$ cat src/sv/sdre_pkg.sv
// ----------------------------------------------------------------------------
// sdre_pkg
// Shared types and constants of the signed radix digit emitter.
// ----------------------------------------------------------------------------
package sdre_pkg;

  localparam int CHAR_W    = 8;
  localparam int POS_W     = 6;
  localparam int RADIX_W   = 5;
  localparam int DIGIT_W   = 4;
  localparam int CFG_DATA_W = 64;
  localparam int CFG_IDX_W = 2;
  localparam int STEP_BITS = 8;

  localparam logic [CFG_IDX_W-1:0] REG_RADIX      = 2'd0;
  localparam logic [CFG_IDX_W-1:0] REG_CHARS_LOW  = 2'd1;
  localparam logic [CFG_IDX_W-1:0] REG_CHARS_HIGH = 2'd2;

  localparam logic [RADIX_W-1:0] RADIX_RESET = 5'd10;
  localparam logic [RADIX_W-1:0] MIN_RADIX   = 5'd2;
  localparam logic [RADIX_W-1:0] MAX_RADIX   = 5'd16;

  localparam logic [CHAR_W-1:0] ZERO_CHAR  = 8'h30;
  localparam logic [CHAR_W-1:0] MINUS_CHAR = 8'h2D;

  typedef struct packed {
    logic load;
    logic div_step;
    logic emit_zero;
    logic emit_sign;
    logic rd_issue;
    logic emit_digit;
  } sdre_cmd_t;

  typedef struct packed {
    logic in_zero;
    logic div_last;
    logic quot_zero;
    logic neg;
    logic out_free;
    logic count_one;
  } sdre_status_t;

endpackage

$ cat src/sv/sdre_if.sv
// ----------------------------------------------------------------------------
// sdre_if
// Valid/ready channels of the emitter: the value in and the characters out.
// ----------------------------------------------------------------------------
interface sdre_in_if #(
  parameter int VALUE_WIDTH = 32
) ();
  logic                   valid;
  logic                   ready;
  logic [VALUE_WIDTH-1:0] value;

  modport source (output valid, output value, input ready);
  modport sink   (input valid, input value, output ready);
endinterface

interface sdre_out_if import sdre_pkg::*; ();
  logic              valid;
  logic              ready;
  logic [CHAR_W-1:0] character;
  logic [POS_W-1:0]  position;
  logic              last;

  modport source (output valid, output character, output position, output last,
                  input ready);
  modport sink   (input valid, input character, input position, input last,
                  output ready);
endinterface

$ cat src/sv/signed_radix_digit_emitter_unit.sv
// ----------------------------------------------------------------------------
// signed_radix_digit_emitter_unit
// Converts a signed integer to text in a configured radix, one character
// per item, most significant first.
// ----------------------------------------------------------------------------
//   channel  | role | payload
//   ---------+------+----------------------------------------
//   in_ch    | sink | value (VALUE_WIDTH bits, signed)
//   out_ch   | src  | character (8), position (6), last (1)
//   cfg_*    | sink | write enable, register index, 64-bit data
//
// one item at a time; the remainder unit divides eight dividend bits per step
// for each digit, and each character is read from the digit store before it
// is shown; the sign step is taken with or without a minus; a zero value
// emits the single character 0
// synchronous active-high reset; radix returns to 10, alphabet to zero bytes
// a stalled output holds the character; the next value is taken once the
// last character sits in the output register
// ----------------------------------------------------------------------------
module signed_radix_digit_emitter_unit import sdre_pkg::*; #(
  parameter int VALUE_WIDTH = 32
) (
  input  logic                  clk,
  input  logic                  rst,
  input  logic                  cfg_we,
  input  logic [CFG_IDX_W-1:0]  cfg_index,
  input  logic [CFG_DATA_W-1:0] cfg_data,
  sdre_in_if.sink               in_ch,
  sdre_out_if.source            out_ch
);

  sdre_cmd_t    cmd;
  sdre_status_t status;
  logic         ready;

  assign in_ch.ready = ready;

  sdre_ctrl u_ctrl (
    .clk      (clk),
    .rst      (rst),
    .in_valid (in_ch.valid),
    .in_ready (ready),
    .status   (status),
    .cmd      (cmd)
  );

  sdre_dp #(.VALUE_WIDTH(VALUE_WIDTH)) u_dp (
    .clk           (clk),
    .rst           (rst),
    .cfg_we        (cfg_we),
    .cfg_index     (cfg_index),
    .cfg_data      (cfg_data),
    .in_value      (in_ch.value),
    .out_ready     (out_ch.ready),
    .cmd           (cmd),
    .status        (status),
    .out_valid     (out_ch.valid),
    .out_character (out_ch.character),
    .out_position  (out_ch.position),
    .out_last      (out_ch.last)
  );

endmodule

$ cat src/sv/sdre_div.sv
// ----------------------------------------------------------------------------
// sdre_div
// Shared remainder unit: divides the working magnitude by the radix, eight
// dividend bits per cycle, and leaves the quotient in place for the next digit.
// ----------------------------------------------------------------------------
module sdre_div import sdre_pkg::*; #(
  parameter int VALUE_WIDTH = 32
) (
  input  logic                   clk,
  input  logic                   rst,
  input  logic                   load,
  input  logic [VALUE_WIDTH-1:0] load_value,
  input  logic                   step,
  input  logic [RADIX_W-1:0]     divisor,
  output logic                   last,
  output logic [DIGIT_W-1:0]     digit,
  output logic                   quot_zero
);

  localparam int PW  = ((VALUE_WIDTH + STEP_BITS - 1) / STEP_BITS) * STEP_BITS;
  localparam int NCH = PW / STEP_BITS;
  localparam int CHW = (NCH > 1) ? $clog2(NCH) : 1;

  logic [PW-1:0]      work;
  logic [PW-1:0]      work_next;
  logic [RADIX_W-1:0] rem;
  logic [RADIX_W-1:0] rem_next;
  logic [CHW-1:0]     chunk;

  // eight restoring steps on a remainder that never reaches 16
  always_comb begin
    logic [RADIX_W-1:0]   r;
    logic [STEP_BITS-1:0] t;
    logic [STEP_BITS-1:0] q;
    r = rem;
    t = work[PW-1 -: STEP_BITS];
    q = '0;
    for (int i = STEP_BITS - 1; i >= 0; i--) begin
      r = {r[RADIX_W-2:0], t[i]};
      if (r >= divisor) begin
        r    = r - divisor;
        q[i] = 1'b1;
      end
    end
    rem_next  = r;
    work_next = (work << STEP_BITS) | PW'(q);
  end

  assign last      = (chunk == CHW'(NCH - 1));
  assign digit     = rem_next[DIGIT_W-1:0];
  assign quot_zero = (work_next == '0);

  always_ff @(posedge clk) begin
    if (rst) begin
      chunk <= '0;
      rem   <= '0;
    end else if (load) begin
      chunk <= '0;
      rem   <= '0;
    end else if (step) begin
      chunk <= last ? '0 : chunk + 1'b1;
      rem   <= last ? '0 : rem_next;
    end
  end

  always_ff @(posedge clk) begin
    if (load) begin
      work <= PW'(load_value);
    end else if (step) begin
      work <= work_next;
    end
  end

endmodule

$ cat src/sv/sdre_dp.sv
// ----------------------------------------------------------------------------
// sdre_dp
// Datapath: configuration registers, magnitude, digit store and output stage.
// ----------------------------------------------------------------------------
module sdre_dp import sdre_pkg::*; #(
  parameter int VALUE_WIDTH = 32
) (
  input  logic                   clk,
  input  logic                   rst,
  input  logic                   cfg_we,
  input  logic [CFG_IDX_W-1:0]   cfg_index,
  input  logic [CFG_DATA_W-1:0]  cfg_data,
  input  logic [VALUE_WIDTH-1:0] in_value,
  input  logic                   out_ready,
  input  sdre_cmd_t              cmd,
  output sdre_status_t           status,
  output logic                   out_valid,
  output logic [CHAR_W-1:0]      out_character,
  output logic [POS_W-1:0]       out_position,
  output logic                   out_last
);

  localparam int AW = (VALUE_WIDTH > 1) ? $clog2(VALUE_WIDTH) : 1;
  localparam int CW = $clog2(VALUE_WIDTH + 1);

  logic [RADIX_W-1:0]    radix;
  logic [CFG_DATA_W-1:0] digit_chars_low;
  logic [CFG_DATA_W-1:0] digit_chars_high;
  logic                  negative_flag;
  logic [CW-1:0]         digit_count;
  logic [CW-1:0]         count_dec;
  logic [POS_W-1:0]      position;
  logic [CHAR_W-1:0]     rd_data;
  logic [CHAR_W-1:0]     digit_store [VALUE_WIDTH];

  logic [RADIX_W-1:0]     divisor;
  logic [VALUE_WIDTH-1:0] magnitude;
  logic                   div_last;
  logic [DIGIT_W-1:0]     digit;
  logic                   quot_zero;
  logic [2*CFG_DATA_W-1:0] alphabet;
  logic [CHAR_W-1:0]      digit_char;

  always_ff @(posedge clk) begin
    if (rst) begin
      radix            <= RADIX_RESET;
      digit_chars_low  <= '0;
      digit_chars_high <= '0;
    end else if (cfg_we) begin
      unique case (cfg_index)
        REG_RADIX:      radix            <= cfg_data[RADIX_W-1:0];
        REG_CHARS_LOW:  digit_chars_low  <= cfg_data;
        REG_CHARS_HIGH: digit_chars_high <= cfg_data;
        default: ;
      endcase
    end
  end

  always_comb begin
    if (radix < MIN_RADIX) begin
      divisor = MIN_RADIX;
    end else if (radix > MAX_RADIX) begin
      divisor = MAX_RADIX;
    end else begin
      divisor = radix;
    end
  end

  // unsigned negate keeps the most negative value exact
  assign magnitude = in_value[VALUE_WIDTH-1] ? (VALUE_WIDTH'(0) - in_value) : in_value;

  sdre_div #(.VALUE_WIDTH(VALUE_WIDTH)) u_div (
    .clk        (clk),
    .rst        (rst),
    .load       (cmd.load),
    .load_value (magnitude),
    .step       (cmd.div_step),
    .divisor    (divisor),
    .last       (div_last),
    .digit      (digit),
    .quot_zero  (quot_zero)
  );

  assign alphabet   = {digit_chars_high, digit_chars_low};
  assign digit_char = alphabet[{digit, 3'b000} +: CHAR_W];
  assign count_dec  = digit_count - 1'b1;

  // digits go in least significant first and come back out in reverse
  always_ff @(posedge clk) begin
    if (cmd.div_step && div_last) begin
      digit_store[digit_count[AW-1:0]] <= digit_char;
    end
    if (cmd.rd_issue) begin
      rd_data <= digit_store[count_dec[AW-1:0]];
    end
  end

  always_ff @(posedge clk) begin
    if (rst) begin
      digit_count   <= '0;
      negative_flag <= 1'b0;
      position      <= '0;
    end else begin
      if (cmd.load) begin
        digit_count   <= '0;
        negative_flag <= in_value[VALUE_WIDTH-1];
        position      <= '0;
      end else begin
        if (cmd.div_step && div_last) begin
          digit_count <= digit_count + 1'b1;
        end else if (cmd.emit_digit) begin
          digit_count <= count_dec;
        end
        if (cmd.emit_sign) begin
          position <= POS_W'(1);
        end else if (cmd.emit_digit) begin
          position <= position + 1'b1;
        end
      end
    end
  end

  always_ff @(posedge clk) begin
    if (rst) begin
      out_valid <= 1'b0;
    end else if (cmd.emit_zero || cmd.emit_sign || cmd.emit_digit) begin
      out_valid <= 1'b1;
    end else if (out_ready) begin
      out_valid <= 1'b0;
    end
  end

  always_ff @(posedge clk) begin
    if (cmd.emit_zero) begin
      out_character <= ZERO_CHAR;
      out_position  <= '0;
      out_last      <= 1'b1;
    end else if (cmd.emit_sign) begin
      out_character <= MINUS_CHAR;
      out_position  <= '0;
      out_last      <= 1'b0;
    end else if (cmd.emit_digit) begin
      out_character <= rd_data;
      out_position  <= position;
      out_last      <= (digit_count == CW'(1));
    end
  end

  assign status.in_zero   = (in_value == '0);
  assign status.div_last  = div_last;
  assign status.quot_zero = quot_zero;
  assign status.neg       = negative_flag;
  assign status.out_free  = !out_valid || out_ready;
  assign status.count_one = (digit_count == CW'(1));

endmodule

$ cat src/sv/sdre_ctrl.sv
// ----------------------------------------------------------------------------
// sdre_ctrl
// Controller: sequences conversion, sign and digit emission for one item.
// ----------------------------------------------------------------------------
module sdre_ctrl import sdre_pkg::*; (
  input  logic         clk,
  input  logic         rst,
  input  logic         in_valid,
  output logic         in_ready,
  input  sdre_status_t status,
  output sdre_cmd_t    cmd
);

  typedef enum logic [5:0] {
    ST_IDLE = 6'b000001,
    ST_ZERO = 6'b000010,
    ST_DIV  = 6'b000100,
    ST_SIGN = 6'b001000,
    ST_READ = 6'b010000,
    ST_SHOW = 6'b100000
  } state_t;

  state_t state;
  state_t state_next;

  assign in_ready = (state == ST_IDLE);

  always_comb begin
    cmd        = '0;
    state_next = state;
    unique case (state)
      ST_IDLE: begin
        if (in_valid) begin
          cmd.load   = 1'b1;
          state_next = status.in_zero ? ST_ZERO : ST_DIV;
        end
      end
      ST_ZERO: begin
        if (status.out_free) begin
          cmd.emit_zero = 1'b1;
          state_next    = ST_IDLE;
        end
      end
      ST_DIV: begin
        cmd.div_step = 1'b1;
        if (status.div_last && status.quot_zero) begin
          state_next = ST_SIGN;
        end
      end
      ST_SIGN: begin
        if (!status.neg) begin
          state_next = ST_READ;
        end else if (status.out_free) begin
          cmd.emit_sign = 1'b1;
          state_next    = ST_READ;
        end
      end
      ST_READ: begin
        cmd.rd_issue = 1'b1;
        state_next   = ST_SHOW;
      end
      ST_SHOW: begin
        if (status.out_free) begin
          cmd.emit_digit = 1'b1;
          state_next     = status.count_one ? ST_IDLE : ST_READ;
        end
      end
      default: state_next = ST_IDLE;
    endcase
  end

  always_ff @(posedge clk) begin
    if (rst) begin
      state <= ST_IDLE;
    end else begin
      state <= state_next;
    end
  end

endmodule

$ cat src/flat_wrapper.sv
// flat-port wrapper written by rule: the top's interface ports become plain ports
module signed_radix_digit_emitter_unit_flat import sdre_pkg::*;
#(
  parameter int VALUE_WIDTH = 32
)
  (clk, rst, cfg_we, cfg_index, cfg_data, in_ch_valid, in_ch_value, in_ch_ready, out_ch_valid, out_ch_character, out_ch_position, out_ch_last, out_ch_ready);
  sdre_in_if #(.VALUE_WIDTH(VALUE_WIDTH)) in_ch_i ();
  sdre_out_if out_ch_i ();
  input  logic clk;
  input  logic rst;
  input  logic cfg_we;
  input  logic [CFG_IDX_W-1:0] cfg_index;
  input  logic [CFG_DATA_W-1:0] cfg_data;
  input wire logic [$bits(in_ch_i.valid)-1:0] in_ch_valid;
  input wire logic [$bits(in_ch_i.value)-1:0] in_ch_value;
  output wire logic [$bits(in_ch_i.ready)-1:0] in_ch_ready;
  output wire logic [$bits(out_ch_i.valid)-1:0] out_ch_valid;
  output wire logic [$bits(out_ch_i.character)-1:0] out_ch_character;
  output wire logic [$bits(out_ch_i.position)-1:0] out_ch_position;
  output wire logic [$bits(out_ch_i.last)-1:0] out_ch_last;
  input wire logic [$bits(out_ch_i.ready)-1:0] out_ch_ready;
  assign in_ch_i.valid = in_ch_valid;
  assign in_ch_i.value = in_ch_value;
  assign in_ch_ready = in_ch_i.ready;
  assign out_ch_valid = out_ch_i.valid;
  assign out_ch_character = out_ch_i.character;
  assign out_ch_position = out_ch_i.position;
  assign out_ch_last = out_ch_i.last;
  assign out_ch_i.ready = out_ch_ready;
  signed_radix_digit_emitter_unit #(.VALUE_WIDTH(VALUE_WIDTH)) u_core (.clk(clk), .rst(rst), .cfg_we(cfg_we), .cfg_index(cfg_index), .cfg_data(cfg_data), .in_ch(in_ch_i), .out_ch(out_ch_i));
endmodule
$ cat config.mk
export PLATFORM = sky130hd
export DESIGN_NAME = signed_radix_digit_emitter_unit_flat
export DESIGN_NICKNAME = d
export VERILOG_FILES = /design/src/sv/sdre_pkg.sv /design/src/sv/sdre_if.sv /design/src/sv/signed_radix_digit_emitter_unit.sv /design/src/sv/sdre_div.sv /design/src/sv/sdre_dp.sv /design/src/sv/sdre_ctrl.sv /design/src/flat_wrapper.sv
export SDC_FILE = /design/constraint.sdc
export NUM_CORES = 1
export LEC_CHECK = 0
export ABC_AREA = 1
export BUFFER_PORTS_ARGS = -buffer_cell sky130_fd_sc_hd__clkbuf_2
export CAP_MARGIN = 20
export CORE_ASPECT_RATIO = 2
export CORE_UTILIZATION = 62
export CTS_BUF_LIST = sky130_fd_sc_hd__clkbuf_4 sky130_fd_sc_hd__clkbuf_8 sky130_fd_sc_hd__clkbuf_16
export DETAILED_ROUTE_END_ITERATION = 8
export HOLD_SLACK_MARGIN = 0.1
export PLACE_DENSITY = 0.81
export SYNTH_ARGS = -nofsm -noshare
export SYNTH_HDL_FRONTEND = slang
export SYNTH_SLANG_ARGS = --single-unit
$ cat constraint.sdc
create_clock -name clk -period 31.8 [get_ports clk]
set_clock_uncertainty 0.05 [all_clocks]
set_input_delay 1.59 -clock clk [delete_from_list [all_inputs] [get_ports clk]]
set_output_delay 1.59 -clock clk [all_outputs]
set_load 0.01 [all_outputs]
======== Word level (Yosys, flattened, before mapping) ========
Memories as Yosys holds them, arrays and structs flattened. A register that Yosys moved wholly into a read port is not among the register bits.
Index checks and enable logic that the tools add are counted.
word-level totals
  register bits after elaboration ......... 206
  bits in latches ......................... 0
  memory bits (writable) .................. 256
  ROM bits ................................ 0
  input bits .............................. 103
  output and inout bits ................... 17
  word-level logic and storage cells ...... 130
  memories kept ........................... 1
memory list
  name                     depth  width  read ports  clocked after memory_dff  write ports  line           text
  u_core.u_dp.digit_store  32     8      1           1                         1            sdre_dp.sv:34  logic [CHAR_W-1:0] digit_store [VALUE_WIDTH];
operators by class
  $add $sub $neg .......................... 13
  multipliers ............................. 0
  divide/modulo/power cells ............... 0
  $lt $le $gt $ge ......................... 10
  equality and inequality tests ........... 15
  shift operators ......................... 1
  mux-type cells .......................... 53
  bitwise gates (word level) .............. 1
  reductions and logical operators ........ 20
operators by type and width
  cell                     number
  $shiftx A128 B8 Y8       1
  $mux W32                 3
  $logic_not A32 Y1        2
  $mux W6                  8
  $ge A5 B5 Y1             8
  $mux W4                  9
  $pmux W6 S6              1
  $or A32 B8 Y32           1
  $sub A1 B32 Y32 const A  1
  $sub A4 B4 Y4            8
  $mux W1                  25
  $mux W5                  5
  $add A6 B1 Y6 const B    2
  $eq A6 B1 Y1 const B     2
  $reduce_bool A2 Y1       4
  $eq A6 B2 Y1 const B     1
  $eq A6 B3 Y1 const B     1
  $eq A6 B4 Y1 const B     1
  $eq A6 B5 Y1 const B     1
  $eq A6 B6 Y1 const B     1
  $reduce_and A2 Y1        3
  $sub A6 B1 Y6 const B    1
  $gt A5 B5 Y1 const B     1
  $lt A5 B2 Y1 const B     1
  other kinds (15)         22

======== Logic depth before layout (Yosys ltp) ========
  depth after elaboration ................. 24
  mapped depth ............................ 80
  depth with buffers taken out ............ 78

======== Cells and area by module ========
Synthesis repeated with hierarchy kept, for this count alone.
second synthesis, totals
  cell total of the unflattened synthesis .. 2818
  area, all modules ....................... 23468.8 µm²
by module, submodules not included
  module     times used  cells each  area each (µm²)  sequential area each (µm²)
  sdre_dp    1           2284        19408.6          11170.7
  sdre_div   1           458         3580.9           1081.0
  sdre_ctrl  1           76          479.2            120.1

======== Worst setup path after synthesis ========
Ideal clock, no wire load.
  path type ............................... flip-flop to flip-flop
  start ................................... register u_core.u_dp.radix[2]
  end ..................................... memory u_core.u_dp.digit_store[0][0], data pin
  setup time .............................. 0.278 ns
  arrival time ............................ 9.690 ns
  data required time ...................... 31.472 ns
  setup slack ............................. 21.782 ns
  stages on the path, launching flop included .. 72
  buffers on the path ..................... 2
  clock period less this slack ............ 10.018 ns
  cells stage by stage .................... dfxtp_1 > nor2_1 > o21ai_0 > ha_1 > nand2_1 > nor3_1 > nor2_1 > o21ai_0 > ha_1 > nand2_1 > inv_1 > o21ai_0 > o21ai_0 > nor2_2 > o21ai_0 > ha_1 > nand2_1 > inv_1 > [36 not listed] > ha_1 > nand2_1 > nand2_1 > nand2_1 > nand2_1 > nor2_2 > nand2_1 > o21ai_1 > buf_4 > clkbuf_4 > nand2_1 > nand2_1 > nand2_1 > nand2_1 > nand2_1 > nand2_1 > nand2_1 > nand2_1
between the ends
  longest elaborated chain between the ends .. 20
  elaborated cells on any way between the ends .. 29
  classes of those cells .................. 8 x add/sub; 10 x order compare; 1 x shift; 10 x mux
RTL lines
  element                                               line                            text
  start: declaration                                    sdre_dp.sv:26                   logic [RADIX_W-1:0] radix;
  start signal: assignment                              sdre_dp.sv:51                   REG_RADIX: radix <= cfg_data[RADIX_W-1:0];
  $gt A5 B5 Y1                                          sdre_dp.sv:62                   end else if (radix > MAX_RADIX) begin
  $mux W5                                               sdre_dp.sv:62
  $mux W5 (*)                                           sdre_dp.sv:60                   if (radix < MIN_RADIX) begin
  $sub A4 B4 Y4 / $ge A5 B5 Y1 (equally long branches)  sdre_div.sv:41, sdre_div.sv:40
  $mux W4                                               sdre_div.sv:40                  if (r >= divisor) begin
  $sub A4 B4 Y4 / $ge A5 B5 Y1 (equally long branches)  sdre_div.sv:41, sdre_div.sv:40
  $mux W4                                               sdre_div.sv:40
  $sub A4 B4 Y4 / $ge A5 B5 Y1 (equally long branches)  sdre_div.sv:41, sdre_div.sv:40
  [5 not listed]                                        -
  $sub A4 B4 Y4 / $ge A5 B5 Y1 (equally long branches)  sdre_div.sv:41, sdre_div.sv:40
  $mux W4                                               sdre_div.sv:40
  $sub A4 B4 Y4 / $ge A5 B5 Y1 (equally long branches)  sdre_div.sv:41, sdre_div.sv:40
  $mux W4                                               sdre_div.sv:40
  $sub A4 B4 Y4 / $ge A5 B5 Y1 (equally long branches)  sdre_div.sv:41, sdre_div.sv:40
  $mux W4 (*)                                           sdre_div.sv:40
  $shiftx A128 B8 Y8 (*)                                sdre_dp.sv:85                   assign digit_char = alphabet[{digit, 3'b000} +: CHAR_W];
  named net u_core.u_dp.digit_char[0]                   sdre_dp.sv:42                   logic [CHAR_W-1:0] digit_char;
  end: declaration                                      sdre_dp.sv:34
Mark *: on every way through the listed nets, which the timed path passes. The rest lies on a longest branch.

======== Worst setup path after layout ========
  start ................................... register u_core.u_dp.radix[4]
  end ..................................... memory u_core.u_dp.digit_store[8][4], data pin
The elaborated chain is that of the path after synthesis.

==> impl_metrics.ini <==
[timing]
period_minus_slack_ns = 13.35
setup_ws_ns = 18.45
max_slew.worst_pin.slew_ns = 1.150
fmax_ghz = 0.07488
maxSlewHeadroom_pct = 23.30
rsz0062_at_grt = no
hold_viol = 0
fin_setup_tns_ns = 0
setup_viol = 0
post-route-period-util_pct = 42.00
slew_violations = 0

[global_routing]
antenna_found_initial = 0
grt_max_degree = 134
grt_use_total_pct = 31.99
first_global_vias = 17902
grt_pass1_wl_um = 90990
gr-total-overflow = 0

[detailed_routing]
dr.pass1.iters = 6
drtAntennaViolNets = 0
wl_met3_um = 2945
topRoutingLayerUsed = met4
wirelength_um = 58060
drc_errors = 0
wire_per_inst_um = 18.67
wl_met2_um = 31170
vias_per_cell = 5.878
vias = 18281
drt_iter0_markers = 1451
route.layer.met1.wl_um = 19670

[min_path]
min_path_type = flop to flop

[logic_synthesis]
synth_area_um2 = 22400
synth_ff_type = edfxtp_1
synth_cell_types = 52
async_reset_ff_share_pct = 0
postSynthNetCount = 2734
syn_avg_cell_area_um2 = 8.700
synth_edf_count = 296
synth.most_common_cell = nand2_1
ys_seq_area_share_pct = 55.22
synth.largest_area_cell = edfxtp_1
synthCells = 2575
synthTopCellsByArea = edfxtp_1, dfxtp_1, nand2_1, nor2_1, o21ai_0
yosysWarnings = 0
yosys_register_bits = 470
synth_common_cells = nand2_1, nor2_1, edfxtp_1
synth_top_area_share_pct = 39.68

[critical_path]
cpMostUsedCell = nand2_1
slowest_stage = nand2_1
crit_path_max_incr_delay_ns = 0.78
cp-start-kind = flop
crit_fanout = 65
crit_path_end_kind = flop
cp_data_arrival_time_ns = 13.49
critical_path_class = flop to flop
required_ns = 31.93

[flow_run]
drv_cap = 0

[floorplanning]
die_h_um = 270.8
core_um2 = 35680
start_util_pct = 62.78
placementRows = 98
die_x_um = 136.4
die-area_um2 = 36940
ioPinCount = 120

[clock_tree]
clock_sinks = 470
cts.htree.levels = 2
clkLatencyLatePin_ns = 0.56
ctsHoldBuffers = 0
cts_resized = 0
cts_tree = yes
cts_buffers = 39
path_clk_slew_ns = 0.07
clk_path_buf_depth = 3
postCtsSetupRepairBufs = 0
cts_root_buffer = clkbuf_16

[layout]
layout.nets = 2788
stdcell_area_um2 = 24610
final_layout_size_suffix_gt1_share_pct = 9.248
antennaDiodeCount = 0
finalNonFillerCells = 3110
area_growth_pct = 9.835

[placement]
hpwl_um = 38830
pre_cts_slack_ns = 18.69
dpl_cell_area_um2 = 23160
port_buffers = 119
dp.cells = 3034
gp_congestion = 0.9371

[outcome]
outcome = complete, no violations
-- layout by cell type, fill, tap and decap left out, types with 8 or more instances in the layout --
cell type	synthesis	final
mux2i_1	25	25
o211ai_1	19	19
clkbuf_2	0	119
a31oi_1	9	9
dfxtp_1	174	173
o22ai_1	11	11
o221ai_1	17	17
xor2_1	24	24
edfxtp_1	296	296
xnor2_1	14	14
ha_1	48	47
o21ai_1	20	19
nand2_1	619	619
buf_4	12	17
nor3_1	9	9
a21oi_1	40	40
clkbuf_16	0	41
nand4_1	12	12
o21ai_0	277	277
fa_1	8	8
nand3_1	53	53
inv_1	141	140
nor2_1	536	534
inv_2	7	9
o32ai_1	39	39
-- registers in the layout, indices dropped and copies added, names as in the netlist, 5 cells and up --
signal and count:
u_core.u_dp.digit_count 6, u_core.u_dp.out_character 8, u_core.u_dp.position 6, u_core.u_dp.out_position 6, u_core.u_ctrl.state 6, u_core.u_dp.digit_chars_low 64, u_core.u_dp.digit_store 256, u_core.u_dp.rd_data 8
u_core.u_dp.radix 5, u_core.u_dp.u_div.work 32, u_core.u_dp.digit_chars_high 64
-- metrics by stage --
| stage | hold WS, ns | util, % |
|---|---|---|
| global placement | 0.4037 | 64.92 |
| detailed placement | 0.4091 | 64.92 |
| finish | 0.4180 | 68.96 |
| CTS | 0.4196 | 68.72 |
| global route | 0.4359 | 68.96 |
| floorplan | 0.3787 | - |
-- area by class of cell --
type                       count  area (µm²)
clock buffer                  46        1070
clock inverter                26       287.8
fill                        2739       11080
inverter                     150       563.0
multi-input combinational   1828        8939
sequential                   470       12380
tap                          450       563.0
timing repair buffer         140       808.3
-- routing by layer --
layer | vias to the layer above | global-route usage, %
met3 | 204 | 3.167
met1 | 8601 | 33.91
li1 | 8716 | -
met2 | 760 | 58.36
met4 | 0 | 21.61
met5 | - | 0
-- final timing paths --
check / slack [ns] / cells past startpoint / from / end
setup / recovery: 18.45 / 71 / u_core.u_dp.radix[4] / u_core.u_dp.digit_store[8][4]
hold / removal: 0.42 / 2 / u_core.u_dp.out_character[2] / u_core.u_dp.out_character[2]
setup reg to reg: 18.45 / 71 / u_core.u_dp.radix[4] / u_core.u_dp.digit_store[8][4]
hold reg to reg: 0.42 / 2 / u_core.u_dp.out_character[2] / u_core.u_dp.out_character[2]
-- worst max-delay path: cells and delay by family, from the launching register on --
kind / cells / cell delay (ns)
AOI/OAI and AO/OA: 9 / 1.90
and+or+nand+nor: 46 / 6.45
DFF: 1 / 0.31
adders and majority gates: 8 / 2.79
buffers and inverters: 8 / 1.42
-- kinds of logic after synthesis --
| group | after synthesis | synth area share, % |
|---|---|---|
| simple gates | 1259 | 22.10 |
| fa+ha+maj | 56 | 3.396 |
| flops | 470 | 55.22 |
| mux | 25 | 1.117 |
| xor+xnor | 40 | 1.631 |
| compound gates | 448 | 11.48 |
| buf+inv | 277 | 5.049 |
Power is not shown: default switching activity piles up to over one toggle a cycle in this logic, so the estimate is an artifact.
